File: src/rtl/rpc_pkg.sv
// ----------------------------------------------------------------------------
// rpc_pkg: shared types and constants of the reflow profile controller
// Holds the event and phase codes, the configuration and state records,
// the profile breakpoints and the register reset values.
// ----------------------------------------------------------------------------
`default_nettype none

package rpc_pkg;

	// Event codes carried by the kind field of a request.
	typedef enum logic [1:0] {
		KIND_TICK   = 2'd0,
		KIND_SAMPLE = 2'd1,
		KIND_START  = 2'd2,
		KIND_STOP   = 2'd3
	} kind_t;

	// Oven phases. Codes 6 and 7 are never entered.
	typedef enum logic [2:0] {
		PH_OFF     = 3'd0,
		PH_PREHEAT = 3'd1,
		PH_SOAK    = 3'd2,
		PH_RISE    = 3'd3,
		PH_FALL    = 3'd4,
		PH_COOL    = 3'd5
	} phase_t;

	// Configuration register indexes.
	typedef enum logic [1:0] {
		CFG_GAIN       = 2'd0,
		CFG_FULL_ERROR = 2'd1,
		CFG_DUTY_FULL  = 2'd2,
		CFG_DONE_SEC   = 2'd3
	} cfg_idx_t;

	localparam int unsigned CFG_DATA_W = 17;

	typedef struct packed {
		logic [14:0] gain;
		logic [14:0] full_on_error;
		logic [15:0] duty_full;
		logic [16:0] done_seconds;
	} rpc_cfg_t;

	typedef struct packed {
		phase_t             phase;
		logic [16:0]        seconds;
		logic [15:0]        duty;
		logic signed [15:0] target;
		logic               buzzer;
	} rpc_state_t;

	localparam logic [14:0] GAIN_RST       = 15'd400;
	localparam logic [14:0] FULL_ERROR_RST = 15'd75;
	localparam logic [15:0] DUTY_FULL_RST  = 16'd31249;
	localparam logic [16:0] DONE_SEC_RST   = 17'd300;

	localparam logic [16:0] DAY_SECONDS = 17'd86400;

	// Last second of each phase before cooling.
	localparam logic [16:0] END_PREHEAT = 17'd90;
	localparam logic [16:0] END_SOAK    = 17'd210;
	localparam logic [16:0] END_RISE    = 17'd240;
	localparam logic [16:0] END_FALL    = 17'd270;

	// Setpoint line coefficients, folded to slope * t + offset (mod 2^16).
	localparam logic [15:0] SP_OFF       = 16'd250;
	localparam logic [15:0] SP_PRE_K     = 16'd13;
	localparam logic [15:0] SP_PRE_OFS   = 16'd250;
	localparam logic [15:0] SP_SOAK_K    = 16'd3;
	localparam logic [15:0] SP_SOAK_OFS  = 16'd1180;
	localparam logic [15:0] SP_RISE_K    = 16'd12;
	localparam logic [15:0] SP_RISE_OFS  = 16'd690;
	localparam logic [15:0] SP_FALL_K    = 16'd12;
	localparam logic [15:0] SP_FALL_OFS  = 16'd5080;
	localparam logic [15:0] SP_COOL_K    = 16'd18;
	localparam logic [15:0] SP_COOL_OFS  = 16'd6690;

endpackage

`default_nettype wire

File: src/rtl/rpc_cfg_regs.sv
// ----------------------------------------------------------------------------
// rpc_cfg_regs: configuration registers
// Holds gain, full-on error, full duty and buzzer time, written one at a
// time through the configuration request channel.
// ----------------------------------------------------------------------------
`default_nettype none

module rpc_cfg_regs (
	input  logic                clk,
	input  logic                arst_n,
	input  logic                cfg_valid,
	output logic                cfg_ready,
	input  rpc_pkg::cfg_idx_t   cfg_index,
	input  logic [16:0]         cfg_data,
	output rpc_pkg::rpc_cfg_t   cfg
);
	import rpc_pkg::*;

	rpc_cfg_t cfg_q;

	assign cfg_ready = 1'b1;
	assign cfg       = cfg_q;

	always_ff @(posedge clk or negedge arst_n) begin
		if (!arst_n) begin
			cfg_q.gain          <= GAIN_RST;
			cfg_q.full_on_error <= FULL_ERROR_RST;
			cfg_q.duty_full     <= DUTY_FULL_RST;
			cfg_q.done_seconds  <= DONE_SEC_RST;
		end else if (cfg_valid) begin
			unique case (cfg_index)
				CFG_GAIN:       cfg_q.gain          <= cfg_data[14:0];
				CFG_FULL_ERROR: cfg_q.full_on_error <= cfg_data[14:0];
				CFG_DUTY_FULL:  cfg_q.duty_full     <= cfg_data[15:0];
				CFG_DONE_SEC:   cfg_q.done_seconds  <= cfg_data;
			endcase
		end
	end

endmodule

`default_nettype wire

File: src/rtl/rpc_step.sv
// ----------------------------------------------------------------------------
// rpc_step: next-state logic for one event
// Computes the controller state that follows the current state and one
// tick, sample, start or stop request.
// ----------------------------------------------------------------------------
`default_nettype none

module rpc_step (
	input  rpc_pkg::rpc_state_t  cur,
	input  rpc_pkg::rpc_cfg_t    cfg,
	input  rpc_pkg::kind_t       kind,
	input  logic signed [15:0]   temperature,
	output rpc_pkg::rpc_state_t  nxt
);
	import rpc_pkg::*;

	logic [15:0]        t16;
	logic signed [15:0] sp;
	logic signed [16:0] err;
	logic signed [31:0] prod;
	logic signed [15:0] gain_s;
	logic [15:0]        duty_new;
	logic [16:0]        sec_inc;
	phase_t             tick_phase;

	// The setpoint is kept to 16 bits, so the line is evaluated modulo 2^16.
	assign t16 = cur.seconds[15:0];

	always_comb begin
		unique case (cur.phase)
			PH_OFF:     sp = SP_OFF;
			PH_PREHEAT: sp = t16 * SP_PRE_K + SP_PRE_OFS;
			PH_SOAK:    sp = t16 * SP_SOAK_K + SP_SOAK_OFS;
			PH_RISE:    sp = t16 * SP_RISE_K - SP_RISE_OFS;
			PH_FALL:    sp = SP_FALL_OFS - t16 * SP_FALL_K;
			PH_COOL:    sp = SP_COOL_OFS - t16 * SP_COOL_K;
			default:    sp = temperature;
		endcase
	end

	// Error and product are wide enough to be exact.
	assign err    = 17'(sp) - 17'(temperature);
	assign gain_s = $signed({1'b0, cfg.gain});
	assign prod   = 32'(gain_s) * 32'(err);

	always_comb begin
		priority if (cur.phase == PH_OFF) begin
			duty_new = '0;
		end else if (err > $signed({2'b00, cfg.full_on_error})
				|| prod > $signed({16'd0, cfg.duty_full})) begin
			duty_new = cfg.duty_full;
		end else if (err < 0) begin
			duty_new = '0;
		end else begin
			duty_new = prod[15:0];
		end
	end

	assign sec_inc = (cur.seconds >= DAY_SECONDS) ? '0 : cur.seconds + 17'd1;

	always_comb begin
		priority if (sec_inc <= END_PREHEAT) begin
			tick_phase = PH_PREHEAT;
		end else if (sec_inc <= END_SOAK) begin
			tick_phase = PH_SOAK;
		end else if (sec_inc <= END_RISE) begin
			tick_phase = PH_RISE;
		end else if (sec_inc <= END_FALL) begin
			tick_phase = PH_FALL;
		end else begin
			tick_phase = PH_COOL;
		end
	end

	always_comb begin
		nxt = cur;
		unique case (kind)
			KIND_TICK: begin
				if (cur.phase != PH_OFF) begin
					nxt.seconds = sec_inc;
					nxt.phase   = tick_phase;
					if (tick_phase == PH_COOL && sec_inc > cfg.done_seconds) begin
						nxt.buzzer = 1'b1;
					end
				end
			end
			KIND_SAMPLE: begin
				nxt.target = sp;
				nxt.duty   = duty_new;
			end
			KIND_START: begin
				if (cur.phase == PH_OFF) begin
					nxt.phase   = PH_PREHEAT;
					nxt.seconds = '0;
				end
			end
			KIND_STOP: begin
				nxt.phase  = PH_OFF;
				nxt.buzzer = 1'b0;
			end
		endcase
	end

endmodule

`default_nettype wire

File: src/rtl/reflow_profile_controller.sv
// ----------------------------------------------------------------------------
// reflow_profile_controller: reflow oven profile and relay duty controller
// Takes tick, sample, start and stop requests and reports the oven state
// after each one.
// ----------------------------------------------------------------------------
// Every input request yields exactly one result request that carries the
// controller state after that event: relay duty, oven phase, elapsed
// seconds, latest setpoint and buzzer flag. The block accepts one request
// per clock cycle while the output is not stalled: the request is first
// captured in an input register, then the event logic updates the state
// register, which also serves as the result register. The state update is a
// loop closed through that register, and that loop sets the rate of one
// event per cycle. A result waiting for the consumer holds the event in the
// input register, so one further request is still taken while the output is
// stalled.
// Configuration registers come out of reset with their default values and
// may be written at any time the block is idle; the configuration channel
// is always ready.
// ----------------------------------------------------------------------------
`default_nettype none

module reflow_profile_controller (
	input  logic               clk,
	input  logic               arst_n,
	// Event requests.
	input  logic               in_valid,
	output logic               in_ready,
	input  logic [1:0]         kind,
	input  logic signed [15:0] temperature,
	// Result requests.
	output logic               out_valid,
	input  logic               out_ready,
	output logic [15:0]        duty,
	output logic [2:0]         phase,
	output logic [16:0]        elapsed,
	output logic signed [15:0] setpoint,
	output logic               buzzer,
	// Configuration writes.
	input  logic               cfg_valid,
	output logic               cfg_ready,
	input  logic [1:0]         cfg_index,
	input  logic [16:0]        cfg_data
);
	import rpc_pkg::*;

	rpc_cfg_t   cfg;
	rpc_state_t st_q;
	rpc_state_t st_next;

	logic               valid_s1;
	kind_t              kind_s1;
	logic signed [15:0] temp_s1;
	logic               out_valid_q;
	logic               advance_s1;

	rpc_cfg_regs u_cfg (
		.clk       (clk),
		.arst_n    (arst_n),
		.cfg_valid (cfg_valid),
		.cfg_ready (cfg_ready),
		.cfg_index (cfg_idx_t'(cfg_index)),
		.cfg_data  (cfg_data),
		.cfg       (cfg)
	);

	// The captured event moves on when the result slot is empty or is
	// being emptied in this cycle.
	assign advance_s1 = valid_s1 && (!out_valid_q || out_ready);
	assign in_ready   = !valid_s1 || advance_s1;

	always_ff @(posedge clk or negedge arst_n) begin
		if (!arst_n) begin
			valid_s1 <= 1'b0;
		end else if (in_ready) begin
			valid_s1 <= in_valid;
		end
	end

	always_ff @(posedge clk or negedge arst_n) begin
		if (!arst_n) begin
			kind_s1 <= KIND_TICK;
			temp_s1 <= '0;
		end else if (in_valid && in_ready) begin
			kind_s1 <= kind_t'(kind);
			temp_s1 <= temperature;
		end
	end

	rpc_step u_step (
		.cur         (st_q),
		.cfg         (cfg),
		.kind        (kind_s1),
		.temperature (temp_s1),
		.nxt         (st_next)
	);

	// The state only changes when a result is produced, and a new result
	// is only produced once the previous one has been taken, so the state
	// register doubles as the result payload.
	always_ff @(posedge clk or negedge arst_n) begin
		if (!arst_n) begin
			st_q.phase   <= PH_OFF;
			st_q.seconds <= '0;
			st_q.duty    <= '0;
			st_q.target  <= '0;
			st_q.buzzer  <= 1'b0;
			out_valid_q  <= 1'b0;
		end else begin
			if (advance_s1) begin
				st_q        <= st_next;
				out_valid_q <= 1'b1;
			end else if (out_ready) begin
				out_valid_q <= 1'b0;
			end
		end
	end

	assign out_valid = out_valid_q;
	assign duty      = st_q.duty;
	assign phase     = st_q.phase;
	assign elapsed   = st_q.seconds;
	assign setpoint  = st_q.target;
	assign buzzer    = st_q.buzzer;

	// The time counter wraps and never passes one day.
	a_elapsed_range: assert property (@(posedge clk) disable iff (!arst_n)
		st_q.seconds <= DAY_SECONDS)
		else $error("elapsed seconds beyond one day");

	// The state may only move when an event is turned into a result.
	a_state_holds: assert property (@(posedge clk) disable iff (!arst_n)
		!advance_s1 |=> $stable(st_q))
		else $error("state changed without an event");

	// Input back-pressure only comes from a full input register behind a
	// stalled result.
	a_ready_cause: assert property (@(posedge clk) disable iff (!arst_n)
		!in_ready |-> (valid_s1 && out_valid_q && !out_ready))
		else $error("input stalled without cause");

	// Every event taken into the state produces a visible result.
	a_result_follows: assert property (@(posedge clk) disable iff (!arst_n)
		advance_s1 |=> out_valid)
		else $error("event consumed without result");

endmodule

`default_nettype wire
File: config.mk
export PLATFORM = sky130hd
export DESIGN_NAME = reflow_profile_controller
export DESIGN_NICKNAME = d
export VERILOG_FILES = /design/src/rtl/rpc_pkg.sv /design/src/rtl/rpc_cfg_regs.sv /design/src/rtl/rpc_step.sv /design/src/rtl/reflow_profile_controller.sv
export SDC_FILE = /design/constraint.sdc
export NUM_CORES = 1
export LEC_CHECK = 0
export BUFFER_PORTS_ARGS = -buffer_cell sky130_fd_sc_hd__buf_4
export CORE_ASPECT_RATIO = 0.6
export CORE_MARGIN = 2
export CORE_UTILIZATION = 55
export CTS_CLUSTER_SIZE = 14
export DETAILED_ROUTE_END_ITERATION = 8
export GPL_TIMING_DRIVEN = 0
export PLACE_DENSITY = 0.72
export SLEW_MARGIN = 20
export SYNTH_ARGS = -nofsm -noshare
export SYNTH_HDL_FRONTEND = slang
export SYNTH_SLANG_ARGS = --single-unit
export TNS_END_PERCENT = 100
File: constraint.sdc
create_clock -name clk -period 37.7 [get_ports clk]
set_input_delay 0 -clock clk [delete_from_list [all_inputs] [get_ports clk]]
set_output_delay 0 -clock clk [all_outputs]
set_load 0.01 [all_outputs]
Word-level counts from Yosys, hierarchy flattened

Cells that the tools add are included.

Flip-flop bits (word level): 136
Word-level logic and storage cells: 91
Output and inout port bits: 56

$mul: 5
Eq/ne operators: 15
Reduce and logical (&&, ||, !) cells: 24
Muxes and demuxes: 18
Magnitude comparators: 9
$add $sub $neg: 7

Operators by type and width:

| kind                   | count |
|---|---|
| $pmux 16 s6            | 1 |
| $mux 16                | 3 |
| $mux 20                | 2 |
| $le 17x8->1 const B    | 2 |
| $pmux 17 s2            | 1 |
| $gt 32x17->1           | 1 |
| $mul 16x17->32         | 1 |
| $sub 13x16->16 const A | 2 |
| $add 17x1->17 const B  | 1 |
| $ge 17x17->1 const B   | 1 |
| $gt 17x16->1           | 1 |
| $gt 17x17->1           | 1 |
| $le 17x7->1 const B    | 1 |
| $le 17x9->1 const B    | 1 |
| $lt 17x1->1 const B    | 1 |
| $mux 17                | 1 |
| $sub 16x16->17         | 1 |
| $add 16x11->16 const B | 1 |
| $add 16x8->16 const B  | 1 |
| $mul 16x2->14 const B  | 1 |
| $mul 16x2->16 const B  | 1 |
| $mul 16x4->15 const B  | 1 |
| $mul 16x4->16 const B  | 1 |
| $sub 16x10->16 const B | 1 |
| other kinds (19)       | 49 |

Depth between registers and ports, before layout

Gate-level depths: netlist of the first run.

Depth in word-level cells: 12
Depth in mapped cells: 54
Gate-level depth less buffers: 50

Cells and area by module

A second synthesis of the first run with hierarchy kept.

Cells, all modules: 2611
Area, all modules: 23492.5 sq um

By module, submodules not included:

| module                    | times used | cells each | sequential area each (sq um) | area each (sq um) |
|---|---|---|---|---|
| rpc_step                  | 1          | 2319       | 0.0                          | 18287.5 |
| reflow_profile_controller | 1          | 156        | 1826.8                       | 2796.4 |
| rpc_cfg_regs              | 1          | 136        | 1599.0                       | 2408.6 |

Worst setup path before layout of the first run

No wires, ideal clock.

Kind: flip-flop to flip-flop
Start point: reg st_q (netlist bit elapsed[3])
End point: reg, netlist name duty[1]
Setup time: 0.126 ns
Required time: 37.574 ns
Arrival: 11.980 ns
Stages on the path, launching flop included: 49
Period minus slack after synthesis: 12.106 ns
Slack: 25.594 ns
Cells stage by stage: dfrtp_1 > inv_1 > ha_1 > inv_1 > ha_1 > fa_1 > ha_1 > a21oi_1 > o21bai_1 > a21oi_1 > xnor2_1 > a222oi_1 > a31oi_1 > ha_1 > a21o_1 > a21o_1 > a22o_1 > a211oi_2 > (+13 left out) > fa_1 > inv_1 > fa_1 > inv_1 > ha_1 > clkbuf_1 > a21oi_1 > o21ai_0 > or3_1 > a21oi_1 > nor4_1 > xor2_1 > nor4_2 > a41oi_2 > o21ba_1 > buf_6 > buf_8 > a221o_1

Word-level cells in the longest chain between the ends: 9
Elaborated cells on any way between the ends: 19
Classes of those cells: 6 x add/sub; 5 x mul; 3 x order compare; 4 x mux; 1 x reduce/logical

Ends and longest elaborated chain:

| what                                         | RTL line                         | RTL |
|---|---|---|
| start: declaration                           | reflow_profile_controller.sv:47  | `rpc_state_t st_q;` |
| start signal: assignment                     | reflow_profile_controller.sv:110 | `st_q <= st_next;` |
| $mul 16x4->15, or another cell as far along  | rpc_step.sv:36                   | `PH_COOL: sp = SP_COOL_OFS - t16 * SP_COOL_K;` |
| $sub 13x16->16, or another cell as far along | rpc_step.sv:36                   |  |
| $pmux 16 s6 (*)                              | rpc_step.sv:30                   | `unique case (cur.phase)` |
| named net u_step.sp[8]                       | rpc_step.sv:18                   | `logic signed [15:0] sp;` |
| $sub 16x16->17 (*)                           | rpc_step.sv:42                   | `assign err = 17'(sp) - 17'(temperature);` |
| $mul 16x17->32                               | rpc_step.sv:44                   | `assign prod = 32'(gain_s) * 32'(err);` |
| $gt 32x17->1                                 | rpc_step.sv:50                   | `\|\| prod > $signed({16'd0, cfg.duty_full})) begin` |
| $logic_or 1x1->1                             | rpc_step.sv:50                   |  |
| $mux 16 (*)                                  | rpc_step.sv:49                   | `end else if (err > $signed({2'b00, cfg.full_on_error})` |
| $mux 16 (*)                                  | rpc_step.sv:47                   | `priority if (cur.phase == PH_OFF) begin` |

Mark *: on every way through the listed nets, which the timed path passes. The rest lies on a longest branch.
A chain may end at the register's enable or synchronous reset.

Final worst setup path of the first run

Start point: reg st_q (netlist bit elapsed[0])
End point: reg, netlist name duty[8]

Word-level cells in the longest chain between the ends: 9
Elaborated cells on any way between the ends: 19
Classes of those cells: 6 x add/sub; 5 x mul; 3 x order compare; 4 x mux; 1 x reduce/logical

Ends and longest elaborated chain:

| what                                         | RTL line |
|---|---|
| $mul 16x4->15, or another cell as far along  | rpc_step.sv:36 |
| $sub 13x16->16, or another cell as far along | rpc_step.sv:36 |
| $pmux 16 s6 (*)                              | rpc_step.sv:30 |
| named net u_step.sp[8]                       | rpc_step.sv:18 |
| $sub 16x16->17 (*)                           | rpc_step.sv:42 |
| $mul 16x17->32                               | rpc_step.sv:44 |
| $gt 32x17->1                                 | rpc_step.sv:50 |
| $logic_or 1x1->1                             | rpc_step.sv:50 |
| $mux 16 (*)                                  | rpc_step.sv:49 |
| $mux 16 (*)                                  | rpc_step.sv:47 |

Marked as above.

==> qor.csv, run 1 <==
metric;value;unit
avgSynthCellArea;8.925;µm²
cts-root-buf;clkbuf_16;
use_met2;47.37;%
clock_latency;0.46;ns
timing.fmax;60.22;MHz
die_h;161.5;µm
fin_skew;0.02025;ns
worst-path-buf-inv;11;
drive_gt1_share;10.64;%
cts.clk_slew.worst_paths;0.07;ns
postRouteAntennaNets;0;
cts_buffer_depth;2;
reg2reg_slack;21.10;ns
dr.pass1.iters;6;
core-area;0.04065;mm²
register_area;0.003426;mm²
grt.busiest_layer;met1;
post-route-period-util;44.04;%
grt-ovfl-total;0;
max_slew_margin;18.71;%
grt_antenna_before_repair;2;
crit_path_max_incr_delay;0.96;ns
die_area;0.04306;mm²
setup_tns;0;ns
critical_path_class;reg -> reg;
finalWeightedCongestion;1.049;
tightest_slew;1.211;ns
synth-main-ff-cell;dfrtp_1;
grt_max_degree;98;
met3_usage;14.03;%
ioPinCount;98;
multi_input_area;0.01727;mm²
yosys.area.top_type;fa_1;
ys_warn_count;0;
vias_per_cell;6.088;
cpMostUsedCell;fa_1;
endpoint_kind;register;
final_nets;3252;
drc;0;
worstPathRequired;38.09;ns
numCtsBuffers;17;
crit_slowest_cell;nor4_1;
route.vias.total;19779;
grtUsageMet1;56.94;%
maxCapViolations;0;
crit_fanout;12;
grt_pass1_wl;117700;µm
synth_edf_count;0;
syn-instance-count;2549;
wirelength;76300;µm
worstHoldPathType;in -> async;
final_max_slew_viol_count;0;
drtIter0Drc;2264;
die_w;266.6;µm
fillCellCount;3494;
rsz0062_at_grt;no;
synth_nets;3097;
grt_use_total;36.49;%
floorplan.rows;57;
status;finished, final reports clean;
synth_top_area_share;23.32;%
hold_viol;0;
min_period;16.60;ns
startpoint_type;register;
arrival;17.00;ns
htree_levels;4;
cp_top_family;adder cells;
ys_types;94;
ys_ff_latch;136;
dp_hpwl;62300;µm
finalSetupViolCount;0;
layout-area-overhead-vs-synth;10.66;%
cts_tree;built;
grt_pass1_vias;19600;
start_util;55.96;%
cts.sinks;136;
synth_top_cells_by_area;fa_1 23%, ha_1 13%, dfrtp_1 13%;
routedWlPerCell;23.48;µm
netlist_area;0.02275;mm²
io_buffers;96;
cts-resized-gates;0;
post_cts_buffers;0;
async_flop_share;100.0;%
yosysSeqAreaShare;15.06;%
==> flip-flops by register name (all words and copies together), names as in the netlist <==
signal     flops
u_cfg.cfg     63
buzzer         1
setpoint      16
kind_s1        2
phase          3
duty          16
elapsed       17
out_valid      1
valid_s1       1
temp_s1       16
==> per-stage QoR <==
stage | instances | cell area (µm²) | util [%] | worst slack (ns) | hold slack [ns]
3_3_place_gp | 3176 | 24130 | 59.37 | 22.29 | 0.2055
6_report | 3249 | 25180 | 61.93 | 21.10 | 0.003554
5_1_grt | 3248 | 25170 | 61.92 | 20.64 | 0.01911
2_1_floorplan | 2549 | 22750 | - | 25.59 | -0.2956
3_5_place_dp | 3177 | 24190 | 59.51 | 22.01 | -0.1013
4_1_cts | 3248 | 25160 | 61.88 | 21.94 | 0.002614
==> what timing repair did <==
action	4_1_cts	5_1_grt
hold buffers	39	0
endpoints found under the hold margin	208	0
setup endpoints to repair	0	0
==> path summary, 6_finish.rpt <==
kind / cells after the start / start / endpoint
setup / recovery: 47 / elapsed[0] / duty[8]
hold / removal: 2 / arst_n / u_cfg.cfg[12]
setup reg to reg: 47 / elapsed[0] / duty[8]
hold reg to reg: 2 / setpoint[0] / setpoint[0]
max in group asynchronous: 3 / arst_n / setpoint[13]
min in group clk: 3 / cfg_index[1] / u_cfg.cfg[51]
==> layer usage <==
layer  part of all wire (%)  wire, µm
met5                   0.12        90
met4                    1.4      1069
met3                     14     11010
met2                     38     28620
met1                     47     35500
==> kinds of logic (layout without fill, tap and decap cells) <==
family                   count (synthesis)  count (layout)  synth area share, %
AND/OR/NAND/NOR                        676             676                15.21
buffers and inverters                  545             713                9.218
adder cells (fa/ha/maj)                506             506                36.57
AO/OA/AOI/OAI                          434             434                13.08
XOR/XNOR                               146             146                5.687
flip-flops                             136             136                15.06
multiplexers                           105             105                5.153
other                                    1               2              0.01648
==> cell usage after synthesis (9+ instances only) <==
cell      number
inv_1        455
fa_1         265
ha_1         241
nand2_1      235
and2_1       134
dfrtp_1      118
a21oi_1       98
mux2_2        97
xnor2_1       94
nor2_1        92
clkbuf_1      73
o21ai_0       67
xor2_1        51
nand3_1       35
a21o_1        27
nor3_1        27
nor2b_1       26
o21a_1        26
a31oi_1       23
nand4_1       23
nand2b_1      20
a221o_1       19
dfstp_2       18
a211oi_1      17
and3_1        15
o211ai_1      15
o21ai_1       14
a22oi_1       13
o31ai_1       13
a22o_1        11
or3_1         10
nor3b_1        9
nor4_1         9
o22ai_1        9
==> final cells by class <==
class	instances	share of cell area, %
diodes	1	0.009940
clock buffers	17	1.690
clock inverters	15	0.5865
multi-input cells	1868	68.59
plain buffers	88	1.516
well taps	531	2.639
repair buffers	136	4.552
flip-flops and latches	136	13.61
inverters	457	6.814
==> placed cells by master (no fill, tap or decap), types with 14 or more instances in the layout <==
| master | netlist | routed |
|---|---|---|
| inv_1 | 455 | 455 |
| fa_1 | 265 | 265 |
| ha_1 | 241 | 241 |
| nand2_1 | 235 | 234 |
| and2_1 | 134 | 134 |
| dfrtp_1 | 118 | 118 |
| a21oi_1 | 98 | 97 |
| mux2_2 | 97 | 97 |
| buf_4 | 2 | 97 |
| nor2_1 | 92 | 92 |
| xnor2_1 | 94 | 92 |
| clkbuf_1 | 73 | 73 |
| o21ai_0 | 67 | 67 |
| xor2_1 | 51 | 51 |
| dlygate4sd3_1 | 0 | 39 |
| nand3_1 | 35 | 35 |
| a21o_1 | 27 | 27 |
| nor3_1 | 27 | 27 |
| o21a_1 | 26 | 26 |
| nor2b_1 | 26 | 26 |
| nand4_1 | 23 | 23 |
| a31oi_1 | 23 | 23 |
| nand2b_1 | 20 | 20 |
| a221o_1 | 19 | 19 |
| dfstp_2 | 18 | 18 |
| a211oi_1 | 17 | 17 |
| clkbuf_16 | 0 | 17 |
| o211ai_1 | 15 | 15 |
| and3_1 | 15 | 15 |
| o21ai_1 | 14 | 14 |
Power of run 1 is not shown: default switching activity piles up to over one toggle a cycle in this logic, so the estimate is an artifact.
==> inputs of run 2 (changes only) <==
==> constraint.sdc (replaced) <==
create_clock -name clk -period 16.18 [get_ports clk]
set_input_delay 0 -clock clk [delete_from_list [all_inputs] [get_ports clk]]
set_output_delay 0 -clock clk [all_outputs]
set_load 0.01 [all_outputs]
==> run 2 against run 1 <==
Net effect: via count rose by 0.24%; non-clock buffer count down 1; worst hold slack got worse by 0.0027 ns; wire length increased by 0.13%; final cell count hardly changed; critical path depth did not move; final area is essentially flat; maximum frequency increased by 7.5%; register-to-register slack worse by 20 ns.
==> qor.csv, run 2 (synthesis gave the netlist of run 1 again) <==
metric;value;unit;change
worstPathRequired;16.58;ns;-21.51 ns
numCtsBuffers;17;;unchanged
floorplan.rows;57;;unchanged
grt-ovfl-total;0;;unchanged
ioPinCount;98;;unchanged
post-route-period-util;95.42;%;+51 points
die_h;161.5;µm;unchanged
wirelength;76400;µm;+0.13%
dp_hpwl;62300;µm;unchanged
route.vias.total;19826;;+0.24%
vias_per_cell;6.106;;+0.30%
dp.cells;3177;;unchanged
grt_pass1_vias;19600;;unchanged
cts_tree;built;;
endpoint_kind;register;;
drive_gt1_share;10.79;%;+0.15 points
timing.fmax;64.77;MHz;+7.5%
postRouteAntennaNets;0;;unchanged
worstHoldPathType;in -> async;;
grt_antenna_before_repair;2;;unchanged
largest_register_ffs;63;;unchanged
finalSetupViolCount;0;;unchanged
die_area;0.04306;mm²;unchanged
status;finished, final reports clean;;
fin_util;61.96;%;about the same
routedWlPerCell;23.53;µm;+0.19%
cts.clk_slew.worst_paths;0.07;ns;about the same
setup_tns;0;ns;unchanged
fin_skew;0.01604;ns;-0.004215 ns
clock_latency;0.47;ns;about the same
max_slew_margin;19.22;%;+0.51 points
stdcell_count;3247;;-0.062%
cts-root-buf;clkbuf_16;;
min_period;15.44;ns;-1.165 ns
tightest_slew;1.203;ns;-0.007570 ns
rsz0062_at_grt;no;;
finalWeightedCongestion;1.049;;unchanged
r2r-start;elapsed[0];;
grt_pass1_wl;117700;µm;unchanged
arrival;15.84;ns;-1.16 ns
cpMostUsedCell;fa_1;;
drc;0;;unchanged
startpoint_type;register;;
final_common_cell;inv_1;;
crit_path_max_incr_delay;0.68;ns;-0.28 ns
final_nets;3251;;-0.031%
maxCapViolations;0;;unchanged
crit_fanout;12;;unchanged
hold_viol;0;;unchanged
rr_endpoint;duty[8];;
start_util;55.96;%;unchanged
io_buffers;96;;unchanged
layout_common_cells;455 x inv_1, 265 x fa_1, 241 x ha_1;;
dr.pass1.iters;8;;+2
grt_use_total;36.49;%;unchanged
cts.sinks;136;;unchanged
die_w;266.6;µm;unchanged
reg2reg_slack;0.74;ns;-20.35 ns
crit_slowest_cell;dfrtp_1;;
final_max_slew_viol_count;0;;unchanged
layout-area-overhead-vs-synth;10.72;%;about the same
reg2regPathDepth;47;;unchanged
htree_levels;4;;unchanged
cts_buffer_depth;2;;unchanged
core-area;0.04065;mm²;unchanged
drtIter0Drc;2149;;-5.1%
grt_max_degree;98;;unchanged
diodes;0;;-1
critical_path_class;reg -> reg;;
fillCellCount;3494;;unchanged
[run 2: how the worst max path moves through the flow]
stage | from | end | slack (ns) | cells after the start
6_report | elapsed[0] | duty[8] | 0.74 | 47
3_5_place_dp | elapsed[0] | duty[7] | 0.49 | 47
4_1_cts | elapsed[0] | duty[7] | 0.42 | 47
2_1_floorplan | elapsed[3] | duty[1] | 4.07 | 48
5_1_grt | elapsed[0] | duty[8] | 0.01 | 46
3_3_place_gp | elapsed[0] | duty[7] | 0.77 | 46
[run 2: what timing repair did]
item                                    CTS  global route
gates resized for setup                   0             5
hold endpoints to repair                208             0
hold buffers                             39             0
endpoints found under the setup margin    0            16
buffers inserted                          0             0
[run 2: metal layers]
layer	track usage [%]	part of all wire, %
met5	2.703	0.12
met3	14.03	15
met2	47.37	37
met4	5.388	1.4
met1	56.94	46
[run 2: critical path, delay by kind of cell, from the launching register on]
family / cells / cell delay [ns]
buf+inv: 11 / 2.82
simple gates: 7 / 2.32
fa+ha+maj: 10 / 4.50
xor+xnor: 4 / 0.96
compound gates: 15 / 4.03
flops: 1 / 0.68
[run 2: cell type report]
cell class / instances / area (µm²) / share of cell area [%]
tap: 531 / 664.4 / 2.638
clock inverter: 15 / 147.6 / 0.5862
clock buffer: 17 / 425.4 / 1.689
multi-input combinational: 1868 / 17280 / 68.62
timing repair buffer: 136 / 1146 / 4.550
buffer: 87 / 379.1 / 1.505
inverter: 457 / 1715 / 6.810
sequential: 136 / 3426 / 13.60
[run 2: metrics by stage]
step	hold slack, ns	setup slack [ns]	area (µm²)
6_report	0.0008728	0.7403	25190
3_5_place_dp	-0.1013	0.4933	24190
4_1_cts	0.002614	0.4167	25160
3_3_place_gp	0.2055	0.7702	24130
2_1_floorplan	-0.2956	4.074	22750
5_1_grt	0.01911	0.01100	25190
Power of run 2 is left out for the same reason.
